<file path="src/button_gesture_detector_macros.svh">
// Assertion helpers shared by the block's RTL.
`ifndef BUTTON_GESTURE_DETECTOR_MACROS_SVH
`define BUTTON_GESTURE_DETECTOR_MACROS_SVH

// Same-cycle implication, off while reset is held.
`define BGD_ASSERT_NOW(label, ante, cons, msg) \
    label: assert property (@(posedge i_clk) disable iff (!i_rst_n) \
        (ante) |-> (cons)) else $error(msg);

// Next-cycle implication, off while reset is held.
`define BGD_ASSERT_NEXT(label, ante, cons, msg) \
    label: assert property (@(posedge i_clk) disable iff (!i_rst_n) \
        (ante) |=> (cons)) else $error(msg);

`endif

</file>
<file path="src/bgd_pkg.sv">
package bgd_pkg;

    localparam int NUM_BUTTONS_DEF = 16;
    localparam int APB_AW          = 5;
    localparam int TIME_W          = 32;
    localparam int CFG_W           = 16;

    // Event codes on the result channel
    typedef enum logic [2:0] {
        EV_PRESS   = 3'd0,
        EV_RELEASE = 3'd1,
        EV_LONG1   = 3'd2,
        EV_LONG2   = 3'd3,
        EV_LONG3   = 3'd4,
        EV_DOUBLE  = 3'd5,
        EV_SINGLE  = 3'd6
    } t_event_code;

    // Register index (byte address / 4)
    typedef enum logic [2:0] {
        CFG_DEBOUNCE   = 3'd0,
        CFG_LONG_FIRST = 3'd1,
        CFG_LONG_SECOND = 3'd2,
        CFG_LONG_THIRD = 3'd3,
        CFG_CLICK_GAP  = 3'd4
    } t_cfg_reg;

    localparam logic [CFG_W-1:0] DEBOUNCE_RST    = 16'd50;
    localparam logic [CFG_W-1:0] LONG_FIRST_RST  = 16'd2000;
    localparam logic [CFG_W-1:0] LONG_SECOND_RST = 16'd5000;
    localparam logic [CFG_W-1:0] LONG_THIRD_RST  = 16'd10000;
    localparam logic [CFG_W-1:0] CLICK_GAP_RST   = 16'd300;

    // Per-button state word held in the memory
    typedef struct packed {
        logic              stable_level;
        logic [TIME_W-1:0] change_time;
        logic [TIME_W-1:0] press_start;
        logic [1:0]        click_count;
        logic [TIME_W-1:0] click_time;
        logic [2:0]        long_flags;
    } t_entry;

    localparam t_entry ENTRY_RST = '{
        stable_level: 1'b1,
        change_time:  '0,
        press_start:  '0,
        click_count:  2'd0,
        click_time:   '0,
        long_flags:   3'd0
    };

endpackage

</file>
<file path="src/bgd_if.sv">
interface bgd_in_if;
    logic        valid;
    logic        ready;
    logic [3:0]  button_index;
    logic        pin_high;
    logic        pin_valid;
    logic [31:0] now_ms;

    modport source(output valid, button_index, pin_high, pin_valid, now_ms, input ready);
    modport sink(input valid, button_index, pin_high, pin_valid, now_ms, output ready);
endinterface

interface bgd_out_if;
    logic                  valid;
    logic                  ready;
    logic [3:0]            event_button;
    bgd_pkg::t_event_code  event_code;
    logic                  last_event;

    modport source(output valid, event_button, event_code, last_event, input ready);
    modport sink(input valid, event_button, event_code, last_event, output ready);
endinterface

</file>
<file path="src/button_gesture_detector.sv">
// Channel   Dir  Handshake        Payload
// i_in      in   valid/ready      button_index, pin_high, pin_valid, now_ms
// o_out     out  valid/ready      event_button, event_code, last_event
// APB       in   psel/penable     paddr[4:2] selects one of five 16-bit registers
//
// An accepted sample reads its button's state word through a registered memory read, and
// stage 1 then computes the events and writes the word back once it may advance: one new
// sample per cycle while the output keeps up.
// Each sample gives 0 to 3 events, which leave a 3-deep event holder one per cycle while the output is ready.
// Input stalls only while a sample with events waits for the holder to drain.
// Reset is synchronous; per-entry valid flops make unwritten entries read as reset.
module button_gesture_detector #(
    parameter int NUM_BUTTONS = bgd_pkg::NUM_BUTTONS_DEF
) (
    input  logic                       i_clk,
    input  logic                       i_rst_n,
    bgd_in_if.sink                     i_in,
    bgd_out_if.source                  o_out,
    input  logic                       psel,
    input  logic                       penable,
    input  logic                       pwrite,
    input  logic [bgd_pkg::APB_AW-1:0] paddr,
    input  logic [31:0]                pwdata,
    output logic [31:0]                prdata,
    output logic                       pready
);

`include "button_gesture_detector_macros.svh"

    localparam int AW = (NUM_BUTTONS > 1) ? $clog2(NUM_BUTTONS) : 1;
    localparam int TW = bgd_pkg::TIME_W;
    localparam int CW = bgd_pkg::CFG_W;

    // Configuration registers
    logic [CW-1:0] r_debounce, r_long_first, r_long_second, r_long_third, r_click_gap;
    logic          cfg_we;
    bgd_pkg::t_cfg_reg cfg_idx;

    assign pready  = 1'b1;
    assign cfg_we  = psel && penable && pwrite;
    assign cfg_idx = bgd_pkg::t_cfg_reg'(paddr[4:2]);

    always_ff @(posedge i_clk) begin
        if (!i_rst_n) begin
            r_debounce    <= bgd_pkg::DEBOUNCE_RST;
            r_long_first  <= bgd_pkg::LONG_FIRST_RST;
            r_long_second <= bgd_pkg::LONG_SECOND_RST;
            r_long_third  <= bgd_pkg::LONG_THIRD_RST;
            r_click_gap   <= bgd_pkg::CLICK_GAP_RST;
        end else if (cfg_we) begin
            case (cfg_idx)
                bgd_pkg::CFG_DEBOUNCE:    r_debounce    <= pwdata[CW-1:0];
                bgd_pkg::CFG_LONG_FIRST:  r_long_first  <= pwdata[CW-1:0];
                bgd_pkg::CFG_LONG_SECOND: r_long_second <= pwdata[CW-1:0];
                bgd_pkg::CFG_LONG_THIRD:  r_long_third  <= pwdata[CW-1:0];
                bgd_pkg::CFG_CLICK_GAP:   r_click_gap   <= pwdata[CW-1:0];
                default: ;
            endcase
        end
    end

    // Register readback
    always_comb begin
        case (cfg_idx)
            bgd_pkg::CFG_DEBOUNCE:    prdata = 32'(r_debounce);
            bgd_pkg::CFG_LONG_FIRST:  prdata = 32'(r_long_first);
            bgd_pkg::CFG_LONG_SECOND: prdata = 32'(r_long_second);
            bgd_pkg::CFG_LONG_THIRD:  prdata = 32'(r_long_third);
            bgd_pkg::CFG_CLICK_GAP:   prdata = 32'(r_click_gap);
            default:                  prdata = 32'd0;
        endcase
    end

    // Handshake and stage control
    logic          in_acc, in_ok, s1_adv, s2_free, s2_load, out_pop;
    logic [AW-1:0] in_addr;
    logic [1:0]    ev_n;
    bgd_pkg::t_event_code ev_codes [3];

    logic          r_s1_valid;
    logic [AW-1:0] r_s1_addr;
    logic [3:0]    r_s1_button;
    logic          r_s1_level;
    logic [TW-1:0] r_s1_now;

    logic [1:0]           r_s2_cnt;
    logic [3:0]           r_s2_button;
    bgd_pkg::t_event_code r_s2_codes [3];

    assign in_addr  = AW'(i_in.button_index);
    assign in_ok    = i_in.pin_valid && (32'(i_in.button_index) < 32'(NUM_BUTTONS));
    assign in_acc   = i_in.valid && i_in.ready;
    assign out_pop  = o_out.valid && o_out.ready;
    assign s2_free  = (r_s2_cnt == 2'd0) || ((r_s2_cnt == 2'd1) && out_pop);
    assign s1_adv   = r_s1_valid && ((ev_n == 2'd0) || s2_free);
    assign s2_load  = s1_adv && (ev_n != 2'd0);
    assign i_in.ready = !r_s1_valid || s1_adv;

    // State memory, valid flops and bypass of a same-button write
    bgd_pkg::t_entry mem [NUM_BUTTONS];
    bgd_pkg::t_entry r_rd_data, r_byp_data, cur, n_entry;
    logic [NUM_BUTTONS-1:0] r_vld;
    logic                   r_rd_vld, r_byp_hit;

    always_ff @(posedge i_clk) begin
        if (s1_adv) begin
            mem[r_s1_addr] <= n_entry;
        end
        if (in_acc) begin
            r_rd_data <= mem[in_addr];
        end
    end

    always_ff @(posedge i_clk) begin
        if (!i_rst_n) begin
            r_vld     <= '0;
            r_rd_vld  <= 1'b0;
            r_byp_hit <= 1'b0;
        end else begin
            if (s1_adv) begin
                r_vld[r_s1_addr] <= 1'b1;
            end
            if (in_acc) begin
                r_rd_vld  <= r_vld[in_addr];
                r_byp_hit <= s1_adv && (r_s1_addr == in_addr);
            end
        end
    end

    always_ff @(posedge i_clk) begin
        if (in_acc) begin
            r_byp_data <= n_entry;
        end
    end

    // Stage 1 item register
    always_ff @(posedge i_clk) begin
        if (!i_rst_n) begin
            r_s1_valid <= 1'b0;
        end else if (i_in.ready) begin
            r_s1_valid <= i_in.valid && in_ok;
        end
    end

    always_ff @(posedge i_clk) begin
        if (in_acc) begin
            r_s1_addr   <= in_addr;
            r_s1_button <= i_in.button_index;
            r_s1_level  <= i_in.pin_high;
            r_s1_now    <= i_in.now_ms;
        end
    end

    // Pick current state word: bypass, memory, or reset value
    always_comb begin
        if (r_byp_hit) begin
            cur = r_byp_data;
        end else if (r_rd_vld) begin
            cur = r_rd_data;
        end else begin
            cur = bgd_pkg::ENTRY_RST;
        end
    end

    // Modify: debounce, click counting, long press and click timeout
    logic [TW-1:0] since_change, held, since_click;
    logic          l1, l2, l3;

    assign since_change = r_s1_now - cur.change_time;
    assign held         = r_s1_now - cur.press_start;
    assign since_click  = r_s1_now - cur.click_time;
    assign l1 = !cur.long_flags[0] && (held >= TW'(r_long_first));
    assign l2 = !cur.long_flags[1] && (held >= TW'(r_long_second));
    assign l3 = !cur.long_flags[2] && (held >= TW'(r_long_third));

    always_comb begin
        n_entry     = cur;
        ev_n        = 2'd0;
        ev_codes[0] = bgd_pkg::EV_PRESS;
        ev_codes[1] = bgd_pkg::EV_PRESS;
        ev_codes[2] = bgd_pkg::EV_PRESS;
        if (r_s1_level != cur.stable_level) begin
            if (since_change >= TW'(r_debounce)) begin
                n_entry.stable_level = r_s1_level;
                n_entry.change_time  = r_s1_now;
                ev_n = 2'd1;
                if (!r_s1_level) begin
                    n_entry.press_start = r_s1_now;
                    ev_codes[0] = bgd_pkg::EV_PRESS;
                end else begin
                    ev_codes[0] = bgd_pkg::EV_RELEASE;
                    if (held < TW'(r_long_first)) begin
                        if (cur.click_count != 2'd3) begin
                            n_entry.click_count = cur.click_count + 2'd1;
                        end
                        n_entry.click_time = r_s1_now;
                    end
                    n_entry.long_flags = 3'd0;
                end
            end
        end else if (!r_s1_level) begin
            // Report each newly reached threshold, packed in order
            if (l1) begin
                n_entry.long_flags[0] = 1'b1;
                ev_codes[ev_n] = bgd_pkg::EV_LONG1;
                ev_n = ev_n + 2'd1;
            end
            if (l2) begin
                n_entry.long_flags[1] = 1'b1;
                ev_codes[ev_n] = bgd_pkg::EV_LONG2;
                ev_n = ev_n + 2'd1;
            end
            if (l3) begin
                n_entry.long_flags[2] = 1'b1;
                ev_codes[ev_n] = bgd_pkg::EV_LONG3;
                ev_n = ev_n + 2'd1;
            end
        end else if ((cur.click_count != 2'd0) && (since_click >= TW'(r_click_gap))) begin
            if (cur.click_count == 2'd2) begin
                ev_n        = 2'd1;
                ev_codes[0] = bgd_pkg::EV_DOUBLE;
            end else if (cur.click_count == 2'd1) begin
                ev_n        = 2'd1;
                ev_codes[0] = bgd_pkg::EV_SINGLE;
            end
            n_entry.click_count = 2'd0;
        end
    end

    // Event holder: load a sample's events, shift one out per pop
    always_ff @(posedge i_clk) begin
        if (!i_rst_n) begin
            r_s2_cnt <= 2'd0;
        end else if (s2_load) begin
            r_s2_cnt <= ev_n;
        end else if (out_pop) begin
            r_s2_cnt <= r_s2_cnt - 2'd1;
        end
    end

    always_ff @(posedge i_clk) begin
        if (s2_load) begin
            r_s2_button <= r_s1_button;
            r_s2_codes  <= ev_codes;
        end else if (out_pop) begin
            r_s2_codes[0] <= r_s2_codes[1];
            r_s2_codes[1] <= r_s2_codes[2];
        end
    end

    assign o_out.valid        = (r_s2_cnt != 2'd0);
    assign o_out.event_button = r_s2_button;
    assign o_out.event_code   = r_s2_codes[0];
    assign o_out.last_event   = (r_s2_cnt == 2'd1);

    // Checks
    `BGD_ASSERT_NOW(a_stall_cause, !i_in.ready, r_s1_valid && (r_s2_cnt != 2'd0), "input stalled without a blocked event")
    `BGD_ASSERT_NEXT(a_load_shows, s2_load, o_out.valid, "loaded events not presented")
    `BGD_ASSERT_NEXT(a_bypass_set, in_acc && s1_adv && (r_s1_addr == in_addr), r_byp_hit, "same-button write not forwarded")

endmodule
</file>
<file path="src/flat_wrapper.sv">
// flat-port wrapper written by rule: the top's interface ports become plain ports
module button_gesture_detector_flat 
#(
    parameter int NUM_BUTTONS = bgd_pkg::NUM_BUTTONS_DEF
)
  (i_clk, i_rst_n, psel, penable, pwrite, paddr, pwdata, prdata, pready, i_in_valid, i_in_button_index, i_in_pin_high, i_in_pin_valid, i_in_now_ms, i_in_ready, o_out_valid, o_out_event_button, o_out_event_code, o_out_last_event, o_out_ready);
  bgd_in_if i_in_i ();
  bgd_out_if o_out_i ();
  input  logic i_clk;
  input  logic i_rst_n;
  input  logic psel;
  input  logic penable;
  input  logic pwrite;
  input  logic [bgd_pkg::APB_AW-1:0] paddr;
  input  logic [31:0] pwdata;
  output logic [31:0] prdata;
  output logic pready;
  input wire logic [$bits(i_in_i.valid)-1:0] i_in_valid;
  input wire logic [$bits(i_in_i.button_index)-1:0] i_in_button_index;
  input wire logic [$bits(i_in_i.pin_high)-1:0] i_in_pin_high;
  input wire logic [$bits(i_in_i.pin_valid)-1:0] i_in_pin_valid;
  input wire logic [$bits(i_in_i.now_ms)-1:0] i_in_now_ms;
  output wire logic [$bits(i_in_i.ready)-1:0] i_in_ready;
  output wire logic [$bits(o_out_i.valid)-1:0] o_out_valid;
  output wire logic [$bits(o_out_i.event_button)-1:0] o_out_event_button;
  output wire logic [$bits(o_out_i.event_code)-1:0] o_out_event_code;
  output wire logic [$bits(o_out_i.last_event)-1:0] o_out_last_event;
  input wire logic [$bits(o_out_i.ready)-1:0] o_out_ready;
  assign i_in_i.valid = i_in_valid;
  assign i_in_i.button_index = i_in_button_index;
  assign i_in_i.pin_high = i_in_pin_high;
  assign i_in_i.pin_valid = i_in_pin_valid;
  assign i_in_i.now_ms = i_in_now_ms;
  assign i_in_ready = i_in_i.ready;
  assign o_out_valid = o_out_i.valid;
  assign o_out_event_button = o_out_i.event_button;
  assign o_out_event_code = o_out_i.event_code;
  assign o_out_last_event = o_out_i.last_event;
  assign o_out_i.ready = o_out_ready;
  button_gesture_detector #(.NUM_BUTTONS(NUM_BUTTONS)) u_core (.i_clk(i_clk), .i_rst_n(i_rst_n), .i_in(i_in_i), .o_out(o_out_i), .psel(psel), .penable(penable), .pwrite(pwrite), .paddr(paddr), .pwdata(pwdata), .prdata(prdata), .pready(pready));
endmodule
</file>
<file path="config.mk">
export PLATFORM = sky130hd
export DESIGN_NAME = button_gesture_detector_flat
export DESIGN_NICKNAME = d
export VERILOG_FILES = /design/src/bgd_pkg.sv /design/src/bgd_if.sv /design/src/button_gesture_detector.sv /design/src/flat_wrapper.sv
export VERILOG_INCLUDE_DIRS = /design/src /design/src/src
export SDC_FILE = /design/constraint.sdc
export NUM_CORES = 2
export LEC_CHECK = 0
export BUFFER_PORTS_ARGS = -buffer_cell sky130_fd_sc_hd__clkbuf_2
export CAP_MARGIN = 20
export CORE_MARGIN = 3
export CORE_UTILIZATION = 40
export CTS_CLUSTER_SIZE = 12
export DETAILED_ROUTE_END_ITERATION = 7
export PLACE_DENSITY_LB_ADDON = 0.2
export REMOVE_ABC_BUFFERS = 1
export SYNTH_ARGS = -nofsm -noshare
export SYNTH_HDL_FRONTEND = slang
export SYNTH_SLANG_ARGS = --single-unit
</file>
<file path="constraint.sdc">
create_clock -name i_clk -period 33.1 [get_ports i_clk]
set_input_delay 6.62 -clock i_clk [delete_from_list [all_inputs] [get_ports i_clk]]
set_output_delay 6.62 -clock i_clk [all_outputs]
set_load 0.01 [all_outputs]
</file>
Word level (Yosys, flattened, before mapping)
Memories as Yosys holds them, arrays and structs flattened. A register that Yosys moved wholly into a read port is not among the register bits.
Cells that the tools add are included.
Word-level totals
  memory bits (writable): 1632
  memories kept: 1
  flip-flop bits (word level): 253
  input port bits: 82
  word-level logic and storage cells: 160
Memories
  u_core.mem: words 16, bits a word 102, rd ports 1, clocked after Yosys merged registers in 1, wr ports 1, RTL line button_gesture_detector.sv:100  | bgd_pkg::t_entry mem [NUM_BUTTONS];
Operators by class
  muxes and demuxes: 61
  bitwise operators: 9
  $add $sub $neg: 7
  order comparisons: 13
  equality and inequality tests: 10
  reduce and logical (&&, ||, !) cells: 36
Operators by type and width (number)
  $mux W102: 3
  $ge A32 B16 Y1: 5
  $sub A32 B32 Y32: 3
  $pmux W16 S5: 1
  $mux W65: 1
  $mux W32: 2
  $mux W37: 1
  $mux W3: 12
  $mux W9: 4
  $mux W2: 17
  $mux W34: 1
  $lt A32 B16 Y1: 1
  $mux W6: 4
  $logic_and A1 B1 Y1: 16
  $or A16 B16 Y16: 1
  $demux W3 S2: 2
  $mux W1: 11
  $lt A4 B5 Y1 const B: 2
  $reduce_and A2 Y1: 5
  $reduce_bool A2 Y1: 4
  $add A2 B1 Y2 const B: 3
  $and A6 B6 Y6: 1
  $eq A3 B2 Y1 const B: 2
  $ge A3 B3 Y1 const B: 2
  23 further kinds: 32

Depth between registers and ports, before layout
  depth after elaboration: 23
  depth in mapped cells: 33
  mapped depth without buffers: 28

Worst setup path before layout
Ideal clock, no wire load.
  path type: input-to-reg
  start point: in o_out_ready
  end point: mem u_core.mem[12][0] in the netlist's numbering (enable)
  data arrival time: 16.695 ns
  path slack: 15.592 ns
  stages: 4
  path buffers: 0
  cell sequence: a21oi_1 nand2_1 o221ai_2 nor4_1
On the way
  longest elaborated chain between the ends: 7
RTL lines
  from (decl): RTL line flat_wrapper.sv:28  | input wire logic [$bits(o_out_i.ready)-1:0] o_out_ready;
  $logic_and A1 B1 Y1: RTL line button_gesture_detector.sv:93  | assign out_pop = o_out.valid && o_out.ready;
  $logic_and A1 B1 Y1: RTL line button_gesture_detector.sv:94  | assign s2_free = (r_s2_cnt == 2'd0) || ((r_s2_cnt == 2'd1) && out_pop);
  $logic_or A1 B1 Y1: RTL line button_gesture_detector.sv:94
  $logic_or A1 B1 Y1: RTL line button_gesture_detector.sv:95  | assign s1_adv = r_s1_valid && ((ev_n == 2'd0) || s2_free);
  $logic_and A1 B1 Y1: RTL line button_gesture_detector.sv:95
  $mux W1: RTL line button_gesture_detector.sv:106  | if (s1_adv) begin
  $mux W1 (implied by the code): RTL line button_gesture_detector.sv:107  | mem[r_s1_addr] <= n_entry;
  to (decl): RTL line button_gesture_detector.sv:100
Every way passes these cells.

Final worst setup path
  start point: reg u_core.r_rd_vld
  end point: out i_in_ready
On the way
  longest elaborated chain between the ends: 20
  elaborated cells between the ends (all ways): 40
RTL lines
  from (decl): RTL line button_gesture_detector.sv:103  | logic r_rd_vld, r_byp_hit;
  from (signal assigned): RTL line button_gesture_detector.sv:124  | r_rd_vld <= r_vld[in_addr];
  $mux W102 (*): RTL line button_gesture_detector.sv:158  | end else if (r_rd_vld) begin
  $mux W102 (*): RTL line button_gesture_detector.sv:156  | if (r_byp_hit) begin
  $sub A32 B32 Y32: RTL line button_gesture_detector.sv:170  | assign held = r_s1_now - cur.press_start;
  $ge A32 B16 Y1: RTL line button_gesture_detector.sv:172  | assign l1 = !cur.long_flags[0] && (held >= TW'(r_long_first));
  $logic_and A1 B1 Y1: RTL line button_gesture_detector.sv:172
  $mux W1: RTL line button_gesture_detector.sv:203  | if (l1) begin
  $mux W2: RTL line button_gesture_detector.sv:201  | end else if (!r_s1_level) begin
  $mux W2: RTL line button_gesture_detector.sv:182  | if (r_s1_level != cur.stable_level) begin
  [4 not listed]
  $add A2 B1 Y2: RTL line button_gesture_detector.sv:216  | ev_n = ev_n + 2'd1;
  $mux W2: RTL line button_gesture_detector.sv:213  | if (l3) begin
  $mux W2: RTL line button_gesture_detector.sv:201
  $mux W2 (*): RTL line button_gesture_detector.sv:182
  $logic_not A2 Y1 (*): RTL line button_gesture_detector.sv:95
  $logic_or A1 B1 Y1 (*): RTL line button_gesture_detector.sv:95
  $logic_and A1 B1 Y1 (*): RTL line button_gesture_detector.sv:95
  $logic_or A1 B1 Y1 (*): RTL line button_gesture_detector.sv:97  | assign i_in.ready = !r_s1_valid || s1_adv;
  to (decl): RTL line flat_wrapper.sv:23  | output wire logic [$bits(i_in_i.ready)-1:0] i_in_ready;
Mark *: on every way between the ends. The rest lies on a longest branch, timed or not. The select of a mux whose other input is x is not followed.

==> results.txt <==
Via/cell ratio -> 5.85
Worst setup margin -> 16.68 ns
CP Buf/Inv Count -> 3
Die height -> 466 um
Syn-to-layout area delta -> 12.6%
Tmin final -> 16.42 ns
Skew-Pair Late Insertion Delay -> 0.86 ns
Global route overflow -> 0
DP HPWL -> 136 mm
Post-synth EDFFs -> 1,883
CTS tree -> done
Vias in the first global route -> 46,200
Die width -> 466 um
DR iter-0 viols -> 5,249
Slew headroom -> 20.4%
Max-cap violations -> 0
Req. time, crit path -> 26.48 ns
Initial antenna violation count -> 18
I/O Pins -> 125
Period utilization -> 49.6%
Initial core utilization -> 40.3%
Clock skew -> 0.0488 ns
Post-CTS Setup Bufs -> 0
Outcome -> finished, final reports clean
Total GRT Usage -> 21.1%
FMAX -> 0.0609 GHz
Count of cell types in the netlist -> 97
Crit path DAT -> 9.80 ns
Prevailing post-synth register cell -> edfxtp_1
CP Capture Type -> output pin
Hold Worst Slack -> 0.453 ns
R2r setup slk -> 21.24 ns
CTS Buffer Depth -> 3
Worst path slowest cell -> a2111oi_4
Crit path max fanout -> 39
Root buffer cell -> clkbuf_16
Synth top area share -> 66.9%
Mapped cell area -> 84,500 um^2
CP delay by family, top -> compound AO/OA/AOI/OAI gates
IO Port Bufs -> 89
DRC Markers -> 0
Largest net degree at the start of global routing -> 141
Die area -> 217,000 um^2
Peak supply drop -> 0.0527 mV
# clock sinks -> 1,984
Fill cell count -> 18,200
Synth area leader -> edfxtp_1
WL/cell -> 28.8 um
Critical Path Max Stage Delay -> 0.84 ns
RSZ-0062 raised after global routing -> no
Layout Nets -> 5,321
Max-slew violations -> 0
Most frequent cells in the layout -> 1,883 x edfxtp_1, 515 x mux4_2, 297 x nand2_1
Worst-Margin Slew -> 1.18 ns
Critical path launch point type -> flip-flop
Async S/R FF share, synth -> 0%
Yosys reg bits -> 1,984
Commonest non-fill, non-tap cell in the layout -> edfxtp_1
H-tree level count -> 4
YS warnings -> 0
Post-synthesis sequential area ratio -> 69.3%
Synth top area cells -> edfxtp_1 67%, mux4_2 14%, ha_1 2.5%
Core Region -> 210,000 um^2
DRT Wirelength -> 231 mm
Cells after synthesis -> 4,835
Hold_buf cts -> 0
Final hold vios -> 0
Core Rows -> 168
Gp weighted congestion -> 0.918
Drt pass-1 iters -> 5
HP Class -> reg2reg
Power Dens Cells -> 55.7 nW/um^2
CTS clk-pin slew, worst paths -> 0.06 ns
Share of cells above drive strength 1 -> 21.4%
Number of routed nets with antenna violations -> 0
Pre-CTS setup slack -> 17.38 ns
First-pass GRT wire length -> 331 mm
Setup TNS Final -> 0 ns
Critical path class -> reg2out
Post-CTS Resized -> 0
Cts bufs inserted -> 202
Vias -> 46,900
Syn_area_per_cell -> 17.5 um^2
Static Leak -> 0.0317 uW
Setup violators final -> 0
registers in the layout, indices dropped and copies added, names as in the netlist:
signal	cells
u_core.r_s1_valid	1
u_core.o_out.event_button	4
u_core.r_s2_cnt	2
u_core.r_debounce	16
u_core.r_click_gap	16
u_core.r_s1_now	32
u_core.o_out.event_code	3
u_core.r_long_third	16
u_core.r_s1_addr	4
u_core.r_long_first	16
u_core.r_vld	16
u_core.r_rd_data	102
u_core.r_byp_data	102
u_core.r_s2_codes	3
u_core.r_s1_level	1
u_core.r_byp_hit	1
u_core.r_rd_vld	1
u_core.r_long_second	16
u_core.mem	1632
cell usage after synthesis (27+ instances only):
library cell,n
a211oi_1,29
a21boi_0,64
a21o_1,41
a21oi_1,239
a22oi_1,102
buf_1,45
clkbuf_1,186
dfxtp_1,101
edfxtp_1,1883
ha_1,172
inv_1,121
mux2i_1,27
mux4_2,515
nand2_1,297
nand2b_1,29
nand3_1,51
nand4_1,41
nor2_1,215
nor2b_1,28
nor3_1,43
o211ai_1,40
o21ai_0,105
xnor2_1,46
kinds of logic (layout without fill, tap and decap cells):
family          Yosys count  in the layout  synth area share [%]
compound gates          819            819                  6.46
xor+xnor                 67             67                 0.695
fa+ha+maj               182            182                  2.69
buf+inv                 391            752                  1.90
flops                  1984           1984                  69.3
mux                     551            551                  14.2
other cells               2             27               0.00889
simple gates            839            839                  4.75
area by class of cell:
class / count / area (um^2) / share of cell area [%]
diodes: 10 / 25.0 / 0.0263
inverters: 121 / 454 / 0.477
well taps: 2805 / 3510 / 3.69
multi-input cells: 2475 / 24500 / 25.8
clock buffers: 277 / 5450 / 5.73
flip-flops and latches: 1984 / 58600 / 61.6
repair buffers: 281 / 1970 / 2.07
clock inverters: 73 / 606 / 0.637
worst paths after layout:
path	start	end	depth (start not counted)
max	u_core.r_rd_vld	i_in_ready	25
min	u_core.r_vld[4]	u_core.r_vld[4]	2
max reg2reg	u_core.r_rd_vld	u_core.mem[13][80]	28
min reg2reg	u_core.r_vld[4]	u_core.r_vld[4]	2
where the power goes:
| group | leakage [uW] | total, uW | internal, uW | switching (uW) |
|---|---|---|---|---|
| clock | 0.00293 | 2120 | 1170 | 952 |
| combinational | 0.00971 | 367 | 138 | 228 |
| sequential | 0.0190 | 2810 | 2790 | 21.1 |
| total | 0.0317 | 5300 | 4100 | 1200 |
per-layer routing:
metal / part of all wire, % / up-vias / global-route usage, %
met2: 46 / 1687 / 32.4
met4: 2.3 / 4 / 5.40
met1: 45 / 24900 / 31.1
met3: 7.1 / 313 / 4.03
met5: 0.011 / - / 0
li1: - / 20000 / -
stage by stage:
step           total power [uW]  cell area [um^2]  utilization [%]  cells
2_1_floorplan              3070             83400                -   4580
3_3_place_gp               3220             88400             42.1   7582
4_1_cts                    5340             94500             45.0   7934
6_report                   5300             95100             45.3   8026
5_1_grt                    5480             95100             45.3   8020
3_5_place_dp               3220             88400             42.2   7584
worst min-delay path, delay by kind of cell, from the launching register on:
kind	cells	cell delay (ns)
flops	1	0.32
simple gates	1	0.04
compound gates	1	0.05
Note: power is estimated with default switching activity, not from simulation.
